`config.mk`:
```
export PLATFORM = sky130hd
export DESIGN_NAME = contiguous_subsequence_matcher_unit
export DESIGN_NICKNAME = d
export VERILOG_FILES = /design/src/hw/rtl/csm_pkg.sv /design/src/hw/rtl/csm_cell.sv /design/src/hw/rtl/contiguous_subsequence_matcher_unit.sv
export SDC_FILE = /design/constraint.sdc
export NUM_CORES = 1
export LEC_CHECK = 0
export BUFFER_PORTS_ARGS = -buffer_cell sky130_fd_sc_hd__buf_4
export CORE_ASPECT_RATIO = 0.5
export CORE_MARGIN = 4
export CORE_UTILIZATION = 55
export DETAILED_ROUTE_END_ITERATION = 16
export PLACE_DENSITY = 0.68
export SYNTH_ARGS = -nofsm -noshare
export SYNTH_HDL_FRONTEND = slang
export SYNTH_SLANG_ARGS = --single-unit
```
`constraint.sdc`:
```
create_clock -name clk -period 5.33 [get_ports clk]
set_clock_uncertainty 0.1 [all_clocks]
set_input_delay 1.599 -clock clk [delete_from_list [all_inputs] [get_ports clk]]
set_output_delay 1.599 -clock clk [all_outputs]
set_load 0.05 [all_outputs]
```
`src/hw/rtl/csm_pkg.sv`:
```
`default_nettype none

package csm_pkg;

    // Codes of the func field.
    localparam logic FUNC_PATTERN = 1'b0;
    localparam logic FUNC_TEXT    = 1'b1;

    // Control that the top level broadcasts to every cell of the chain.
    typedef struct packed {
        logic text_en;  // a text word is accepted this cycle
        logic load_en;  // a pattern word is accepted this cycle
        logic flush;    // the match bits belong to a text that has ended
    } cell_ctl_t;

endpackage

`default_nettype wire

```
`src/hw/rtl/csm_cell.sv`:
```
`default_nettype none

module csm_cell #(
    parameter int IDX         = 0,
    parameter int LEN_W       = 6,
    parameter int VALUE_WIDTH = 32
) (
    input  wire                          clk,
    input  wire                          rst_n,
    input  wire csm_pkg::cell_ctl_t      ctl,
    input  wire        [LEN_W-1:0]       len,
    input  wire        [LEN_W-1:0]       wr_ptr,
    input  wire signed [VALUE_WIDTH-1:0] din,
    input  wire                          prev_in,
    output logic                         match_out,
    output logic                         hit
);

    localparam logic [LEN_W-1:0] MY_POS  = LEN_W'(IDX);
    localparam logic [LEN_W-1:0] MY_LAST = LEN_W'(IDX + 1);

    logic signed [VALUE_WIDTH-1:0] elem_reg;
    logic                          match_reg;
    logic                          match_next;
    logic                          active;

    assign active = (len > MY_POS);

    always_comb
    begin
        match_next = match_reg;
        if (ctl.text_en)
        begin
            match_next = active & prev_in & (elem_reg == din);
        end
        else if (ctl.load_en || ctl.flush)
        begin
            match_next = 1'b0;
        end
    end

    always_ff @(posedge clk or negedge rst_n)
    begin
        if (!rst_n)
        begin
            match_reg <= 1'b0;
        end
        else
        begin
            match_reg <= match_next;
        end
    end

    always_ff @(posedge clk)
    begin
        if (ctl.load_en && (wr_ptr == MY_POS))
        begin
            elem_reg <= din;
        end
    end

    assign match_out = match_reg;
    // Only the cell that holds the final pattern element reports a whole match.
    assign hit       = match_reg & (len == MY_LAST);

endmodule

`default_nettype wire

```
`src/hw/rtl/contiguous_subsequence_matcher_unit.sv`:
```
`default_nettype none

// Contiguous subsequence matcher. Pattern words (func = 0) are loaded one per
// cycle into a chain of MAX_PATTERN cells, each holding one pattern element
// and one partial-match bit; last = 1 closes the pattern, and the next pattern
// word starts a new one. Text words (func = 1) are taken one per cycle: every
// cell compares the word with its element and passes its match bit to the next
// cell, so the whole pattern is checked against each text position at once. The
// result for a text is registered in the match bits, then waits as pending until
// it can enter the output register, and input words keep flowing meanwhile; input
// stalls only while a finished result cannot enter the output register because
// the previous one has not been taken. An empty pattern is found in any text,
// and pattern words beyond MAX_PATTERN are dropped and flagged by
// pattern_overflow.
module contiguous_subsequence_matcher_unit #(
    parameter int MAX_PATTERN = 32,
    parameter int VALUE_WIDTH = 32
) (
    input  wire                          clk,
    input  wire                          rst_n,
    input  wire                          in_valid,
    output logic                         in_ready,
    input  wire                          func,
    input  wire signed [VALUE_WIDTH-1:0] value,
    input  wire                          last,
    output logic                         out_valid,
    input  wire                          out_ready,
    output logic                         found,
    output logic                         pattern_overflow
);

    localparam int LEN_W = $clog2(MAX_PATTERN + 1);
    localparam logic [LEN_W-1:0] MAX_LEN = LEN_W'(MAX_PATTERN);

    logic [LEN_W-1:0]       len_reg, len_next;
    logic                   complete_reg, complete_next;
    logic                   ovf_reg, ovf_next;
    logic                   found_reg, found_next;
    logic                   upd_reg;
    logic                   pend_reg, pend_next;
    logic                   out_valid_reg, out_valid_next;
    logic                   found_out_reg;
    logic                   ovf_out_reg;

    logic                   in_acc;
    logic                   text_acc;
    logic                   load_acc;
    logic                   cap;
    logic                   found_now;
    logic [LEN_W-1:0]       wr_ptr;
    csm_pkg::cell_ctl_t     ctl;
    logic [MAX_PATTERN-1:0] match_bits;
    logic [MAX_PATTERN-1:0] chain_in;
    logic [MAX_PATTERN-1:0] hits;

    // A result moves into the output register when that register is free.
    assign cap      = pend_reg & (~out_valid_reg | out_ready);
    assign in_ready = ~pend_reg | cap;
    assign in_acc   = in_valid & in_ready;
    assign text_acc = in_acc & (func == csm_pkg::FUNC_TEXT);
    assign load_acc = in_acc & (func == csm_pkg::FUNC_PATTERN);

    assign ctl.text_en = text_acc;
    assign ctl.load_en = load_acc;
    assign ctl.flush   = pend_reg;

    // A closed pattern is replaced from its first element.
    assign wr_ptr = complete_reg ? '0 : len_reg;

    genvar gi;
    generate
        for (gi = 0; gi < MAX_PATTERN; gi++)
        begin : g_cell
            if (gi == 0)
            begin : g_head
                assign chain_in[gi] = 1'b1;
            end
            else
            begin : g_body
                // Bits left by a text that has ended must not start a new one.
                assign chain_in[gi] = match_bits[gi-1] & ~pend_reg;
            end

            csm_cell #(
                .IDX         (gi),
                .LEN_W       (LEN_W),
                .VALUE_WIDTH (VALUE_WIDTH)
            ) u_cell (
                .clk       (clk),
                .rst_n     (rst_n),
                .ctl       (ctl),
                .len       (len_reg),
                .wr_ptr    (wr_ptr),
                .din       (value),
                .prev_in   (chain_in[gi]),
                .match_out (match_bits[gi]),
                .hit       (hits[gi])
            );
        end
    endgenerate

    // The match bits hold a fresh text step only in the cycle after it.
    assign found_now = found_reg | (upd_reg & (|hits));

    always_comb
    begin
        len_next      = len_reg;
        complete_next = complete_reg;
        ovf_next      = ovf_reg;
        if (load_acc)
        begin
            complete_next = last;
            if (wr_ptr < MAX_LEN)
            begin
                len_next = wr_ptr + LEN_W'(1);
                ovf_next = complete_reg ? 1'b0 : ovf_reg;
            end
            else
            begin
                len_next = wr_ptr;
                ovf_next = 1'b1;
            end
        end

        if (load_acc || cap)
        begin
            found_next = 1'b0;
        end
        else
        begin
            found_next = found_now;
        end

        if (text_acc && last)
        begin
            pend_next = 1'b1;
        end
        else if (cap)
        begin
            pend_next = 1'b0;
        end
        else
        begin
            pend_next = pend_reg;
        end

        if (cap)
        begin
            out_valid_next = 1'b1;
        end
        else if (out_ready)
        begin
            out_valid_next = 1'b0;
        end
        else
        begin
            out_valid_next = out_valid_reg;
        end
    end

    always_ff @(posedge clk or negedge rst_n)
    begin
        if (!rst_n)
        begin
            len_reg       <= '0;
            complete_reg  <= 1'b0;
            ovf_reg       <= 1'b0;
            found_reg     <= 1'b0;
            upd_reg       <= 1'b0;
            pend_reg      <= 1'b0;
            out_valid_reg <= 1'b0;
        end
        else
        begin
            len_reg       <= len_next;
            complete_reg  <= complete_next;
            ovf_reg       <= ovf_next;
            found_reg     <= found_next;
            upd_reg       <= text_acc;
            pend_reg      <= pend_next;
            out_valid_reg <= out_valid_next;
        end
    end

    always_ff @(posedge clk)
    begin
        if (cap)
        begin
            found_out_reg <= found_now | (len_reg == '0);
            ovf_out_reg   <= ovf_reg;
        end
    end

    assign out_valid        = out_valid_reg;
    assign found            = found_out_reg;
    assign pattern_overflow = ovf_out_reg;

    a_len_range : assert property (@(posedge clk) disable iff (!rst_n)
        len_reg <= MAX_LEN)
        else $error("pattern length beyond the cell count");

    a_ovf_full : assert property (@(posedge clk) disable iff (!rst_n)
        ovf_reg |-> (len_reg == MAX_LEN))
        else $error("overflow flagged while the chain is not full");

    a_empty_idle : assert property (@(posedge clk) disable iff (!rst_n)
        (len_reg == '0) |-> (match_bits == '0))
        else $error("match bit set with an empty pattern");

    a_one_hit : assert property (@(posedge clk) disable iff (!rst_n)
        $onehot0(hits))
        else $error("more than one cell reports a whole match");

    a_end_pend : assert property (@(posedge clk) disable iff (!rst_n)
        (text_acc && last) |=> pend_reg)
        else $error("end of text not held for its result");

endmodule

`default_nettype wire
```
## After elaboration in Yosys (flattened, before gate mapping)

Cells that the tools add are included.

| cells by class | value |
|---|---|
| muxes and demuxes | 42 |
| bitwise operators | 138 |
| $lt $le $gt $ge | 33 |
| equality and inequality tests | 96 |
| reduce and logical (&&, ||, !) cells | 42 |
| $add $sub $neg | 1 |

Operators with widths:

| operator | number |
|---|---|
| equality test 32 bit | 32 |
| equality test 6 x 5 -> 1 bit, second input constant | 32 |
| AND 1 bit | 131 |
| equality test 6 x 4 -> 1 bit, second input constant | 16 |
| > comparator 6 x 5 -> 1 bit, second input constant | 16 |
| equality test 6 x 3 -> 1 bit, second input constant | 8 |
| > comparator 6 x 4 -> 1 bit, second input constant | 8 |
| 2-to-1 mux 1 bit | 40 |
| logical AND 1 bit | 33 |
| OR reduction 32 bit | 1 |
| equality test 6 x 2 -> 1 bit, second input constant | 4 |
| > comparator 6 x 3 -> 1 bit, second input constant | 4 |
| equality test 6 x 1 -> 1 bit, second input constant | 2 |
| > comparator 6 x 1 -> 1 bit, second input constant | 2 |
| > comparator 6 x 2 -> 1 bit, second input constant | 2 |
| zero test 6 bit | 2 |
| 2-to-1 mux 6 bit | 2 |
| adder 6 x 1 -> 6 bit, second input constant | 1 |
| equality test 6 bit, second input constant | 1 |
| < comparator 6 bit, second input constant | 1 |
| nonzero test 2 bit | 3 |
| bitwise OR 1 bit | 4 |
| NOT 1 bit | 3 |
| logical OR 1 bit | 2 |
| 2 further kinds | 2 |

| storage, ports and cells | value |
|---|---|
| output and inout port bits | 4 |
| register bits after elaboration | 1,070 |

## Longest topological paths before layout

| logic depth | value |
|---|---|
| depth after elaboration | 9 |
| mapped depth | 9 |

## Modules after synthesis

From an unflattened synthesis, not the netlist that was laid out.

| second synthesis, totals | value |
|---|---|
| cells, all modules | 2,871 |
| area, all modules | 45,934.1 um^2 |

Modules (own cells, without submodules):

| module | sequential area each (um^2) | cells an instance | area an instance (um^2) | times used |
|---|---|---|---|---|
| csm_cell (g_cell[20].u_cell ...) | 985.9 | 87 | 1,406.3 | 2 |
| csm_cell (g_cell[27].u_cell ...) | 985.9 | 87 | 1,395.1 | 2 |
| csm_cell (g_cell[2].u_cell) | 985.9 | 85 | 1,425.1 | 1 |
| csm_cell (g_cell[9].u_cell) | 985.9 | 89 | 1,425.1 | 1 |
| csm_cell (g_cell[17].u_cell) | 985.9 | 89 | 1,421.4 | 1 |
| csm_cell (g_cell[25].u_cell) | 985.9 | 87 | 1,421.4 | 1 |
| csm_cell (g_cell[21].u_cell) | 985.9 | 86 | 1,418.9 | 1 |
| csm_cell (g_cell[28].u_cell) | 985.9 | 88 | 1,418.9 | 1 |
| csm_cell (g_cell[24].u_cell) | 985.9 | 87 | 1,416.4 | 1 |
| csm_cell (g_cell[18].u_cell) | 985.9 | 89 | 1,413.9 | 1 |
| csm_cell (g_cell[30].u_cell) | 985.9 | 86 | 1,411.4 | 1 |
| csm_cell (g_cell[11].u_cell) | 985.9 | 84 | 1,410.1 | 1 |
| csm_cell (g_cell[1].u_cell) | 985.9 | 85 | 1,408.9 | 1 |
| csm_cell (g_cell[19].u_cell) | 985.9 | 86 | 1,407.6 | 1 |
| 17 more rows | - | - | - | - |

## Least setup slack after synthesis

No wires, ideal clock.

| path | value |
|---|---|
| path kind | in2reg |
| from | in out_ready |
| to | reg g_cell[31].u_cell.elem_reg[0], enable pin |
| arrival | 4.910 ns |
| setup slack | -0.141 ns |
| data required time | 4.769 ns |
| setup time | 0.461 ns |
| stages on the path | 6 |
| buffers on the path | 2 |
| path through | nand3b_1 -> and3b_1 -> clkbuf_1 -> buf_2 -> nand2_1 -> nor3_1 |

| on the way | value |
|---|---|
| word-level cells in the longest chain between the ends | 6 |

Ends and longest elaborated chain:

| item | RTL line | source |
|---|---|---|
| start: declaration | contiguous_subsequence_matcher_unit.sv:27 | `input wire out_ready,` |
| bitwise OR 1 bit | contiguous_subsequence_matcher_unit.sv:57 | `assign cap = pend_reg & (~out_valid_reg \| out_ready);` |
| AND 1 bit | contiguous_subsequence_matcher_unit.sv:57 |  |
| bitwise OR 1 bit | contiguous_subsequence_matcher_unit.sv:58 | `assign in_ready = ~pend_reg \| cap;` |
| AND 1 bit | contiguous_subsequence_matcher_unit.sv:59 | `assign in_acc = in_valid & in_ready;` |
| AND 1 bit | contiguous_subsequence_matcher_unit.sv:61 | `assign load_acc = in_acc & (func == csm_pkg::FUNC_PATTERN);` |
| logical AND 1 bit | csm_cell.sv:56 | `if (ctl.load_en && (wr_ptr == MY_POS))` |
| end signal: assignment | csm_cell.sv:58 | `elem_reg <= din;` |
| end: declaration | csm_cell.sv:22 | `logic signed [VALUE_WIDTH-1:0] elem_reg;` |

Every way passes these cells.
A chain may end at the register's enable or synchronous reset.

## Worst setup path after layout

| path | value |
|---|---|
| from | in out_ready |
| to | out in_ready |

| on the way | value |
|---|---|
| word-level cells in the longest chain between the ends | 3 |

Ends and longest elaborated chain:

| item | RTL line | source |
|---|---|---|
| bitwise OR 1 bit | contiguous_subsequence_matcher_unit.sv:57 |  |
| AND 1 bit | contiguous_subsequence_matcher_unit.sv:57 |  |
| bitwise OR 1 bit | contiguous_subsequence_matcher_unit.sv:58 |  |
| end: declaration | contiguous_subsequence_matcher_unit.sv:22 | `output logic in_ready,` |

Every way passes these cells.

==> flow_summary.ini <==
[placed_design]
gp_routability_congestion = 0.926
io_buffers = 41
place_hpwl_mm = 74.2

[synth]
synth_sequential_area_ratio_pct = 70.1
ys_ff_latch = 1070
post_synth_instance_area_um2 = 45500
postSynth.asyncResetShare_pct = 4.11
synth_warnings = 0
syn-mean-instance-area_um2 = 15.8
dominantRegCellSynth = sky130_fd_sc_hd__edfxtp_1
nets_in_the_synthesized_netlist = 2915
syn-instance-count = 2873
synth.lib_cells_used.distinct = 67
number_of_synthesized_flops_with_an_enable_pin = 1026

[worst_setup_path]
critical_path.startpoint = out_ready
reg2reg_from = len_reg[3]
required_arrival_time_at_the_worst_endpoint_ps = 3630
startpoint_type = primary input
worst_r2r_path_depth = 6
critical_path_peak_fanout = 4
worst_r2r_endpoint = found_reg
cp-endpoint = in_ready
worstPathArrival_ps = 2130
setup.worst_path.end_class = primary output
criticalPathCategory = in -> out
worst-r2r-setup-slack_ps = 2230

[floorplan]
chipHeight_um = 211
std_cell_rows = 74
floorplan.initialDensity_pct = 55.6
design.die.area_um2 = 87700
core_region_area_um2 = 81800
die-width_um = 415
floorplan.io_pins = 42

[power]
total_power_mw = 17.4
p_leak_nw = 16.3
power-per-cell-area_nw_per_um2 = 342
peak_supply_drop_v = 0.000233

[clocking]
cts_max_level = 3
cts.sink_count = 1070
holdBufCountCts = 0
post_cts_resized = 0
tritoncts = yes
cts_post_setup_buffers_inserted = 0
clock_insertion_delay_worst_skew_ps = 690
worst_setup_hold_path_clk_slew_ps = 60
cell_at_the_root_of_the_clock_tree = sky130_fd_sc_hd__clkbuf_16
cts-buffers-inserted = 92
ctsLongestPathBuffers = 3

[sta]
setup_viol = 0
final.period_utilization_pct = 71.9
report.final.slew_viol_count = 0
fin_tns_setup_ps = 0
worstMarginPinSlew_ps = 1330
clock.fmax_mhz = 261
min_period_ps = 3830
setup_repair_after_global_routing_missed_its_margin = no
report.final.hold_viol_count = 0
timing.slew.headroom_pct = 10.2

[layout]
filler_cell_count = 5933
largest_register_ff_count = 1024
final_nets = 3056
layout.core_utilization_pct = 62.1
layout_commonest_cell = sky130_fd_sc_hd__edfxtp_1
mostFrequentLayoutCells = sky130_fd_sc_hd__edfxtp_1, sky130_fd_sc_hd__xnor2_1, sky130_fd_sc_hd__xor2_1
flow.area_growth_from_synthesis_pct = 11.8
final_layout_size_suffix_gt1_share_pct = 12.5

[global_routing]
gr-max-usage-layer = met1
grt_pass1_vias = 24400
grt_util_met1_pct = 40.2
overflow = 0
grt_util_all_layers_pct = 27.3
groute.layer.met3.usage_pct = 9.14
antenna_found_initial = 3
grt_pass1_wl_mm = 172
pin_count_of_the_biggest_net_entering_global_routing = 45
groute.layer.met2.usage_pct = 39.4

[hold_path]
hold_path.class = reg -> reg

[route]
detail_route.wirelength_mm = 119
total_drc_errors_in_the_routed_layout = 0
avgViaCountPerCell = 5.96
dr_vias = 25000
wl_per_cell_um = 28.5
detailed_routing_iterations_pass_1 = 6
detail-route-antenna-nets = 0
detailedRoute.firstIterationViolations = 3000

[job]
max_cap_violations = 0

[run_status]
run_status = completed
[through the flow]
step	instances	hold WS, ps	area, um^2	setup WS, ps
after floorplan	2873	326	45500	591
after global placement	4022	352	47900	1170
after detailed placement	4022	346	47900	1060
after CTS	4193	363	50900	1500
after global routing	4193	365	50900	1490
final	4194	360	50900	1500
[area by class of cell]
cell class / instances / area, um^2 / area share (%)
Timing Repair Buffer: 201 / 1770 / 3.48
Tap cell: 1102 / 1380 / 2.71
Clock inverter: 39 / 342 / 0.672
Antenna cell: 1 / 2.50 / 0.00492
Sequential cell: 1070 / 31900 / 62.7
Clock buffer: 132 / 2590 / 5.10
Inverter: 8 / 30.0 / 0.0590
Multi-Input combinational cell: 1641 / 12800 / 25.2
[routing by layer]
layer,vias up,routed length (um)
li1,10800,-
met4,2,2710
met3,180,13900
met5,-,8
met1,12800,51800
met2,1198,51000
[synth_stat cells (26+ instances only)]
| cell | number | area [um^2] |
|---|---|---|
| sky130_fd_sc_hd__o21ai_0 | 30 | 150 |
| sky130_fd_sc_hd__nand2_1 | 49 | 184 |
| sky130_fd_sc_hd__buf_2 | 110 | 551 |
| sky130_fd_sc_hd__nor4_1 | 144 | 901 |
| sky130_fd_sc_hd__nor2_1 | 56 | 210 |
| sky130_fd_sc_hd__nor3_1 | 35 | 175 |
| sky130_fd_sc_hd__xnor2_1 | 527 | 4620 |
| sky130_fd_sc_hd__nand4_1 | 166 | 1040 |
| sky130_fd_sc_hd__nand3_1 | 26 | 130 |
| sky130_fd_sc_hd__edfxtp_1 | 1026 | 30800 |
| sky130_fd_sc_hd__xor2_1 | 495 | 4340 |
| sky130_fd_sc_hd__dfrtp_1 | 44 | 1100 |
[worst min-delay path by stage]
stage	start	to	depth (start not counted)
6_report	ovf_reg	pattern_overflow	0
3_5_place_dp	ovf_reg	pattern_overflow	0
5_1_grt	ovf_reg	pattern_overflow	0
2_1_floorplan	ovf_reg	pattern_overflow	0
3_3_place_gp	ovf_reg	pattern_overflow	0
4_1_cts	ovf_reg	pattern_overflow	0
[logic make-up (layout without fill, tap and decap cells)]
kind of cell | count (synthesis) | in the layout | share of synthesized area (%)
simple gates | 515 | 515 | 6.56
other cells | 0 | 1 | 0
xor+xnor | 1022 | 1022 | 19.7
buf+inv | 162 | 380 | 1.91
fa+ha+maj | 4 | 4 | 0.110
compound gates | 91 | 91 | 1.43
flops | 1070 | 1070 | 70.1
mux | 9 | 9 | 0.209
[power breakdown]
part / total [mW] / internal, mW / switching, mW
logic: 1.33 / 0.421 / 0.906
registers: 9.37 / 9.30 / 0.0763
clock network: 6.68 / 3.64 / 3.04
[worst max-delay path, stage by stage]
cell and delay (ps):
sky130_fd_sc_hd__buf_4 110, sky130_fd_sc_hd__nand3b_1 200, sky130_fd_sc_hd__buf_4 230
(Power assumes the default switching activity.)
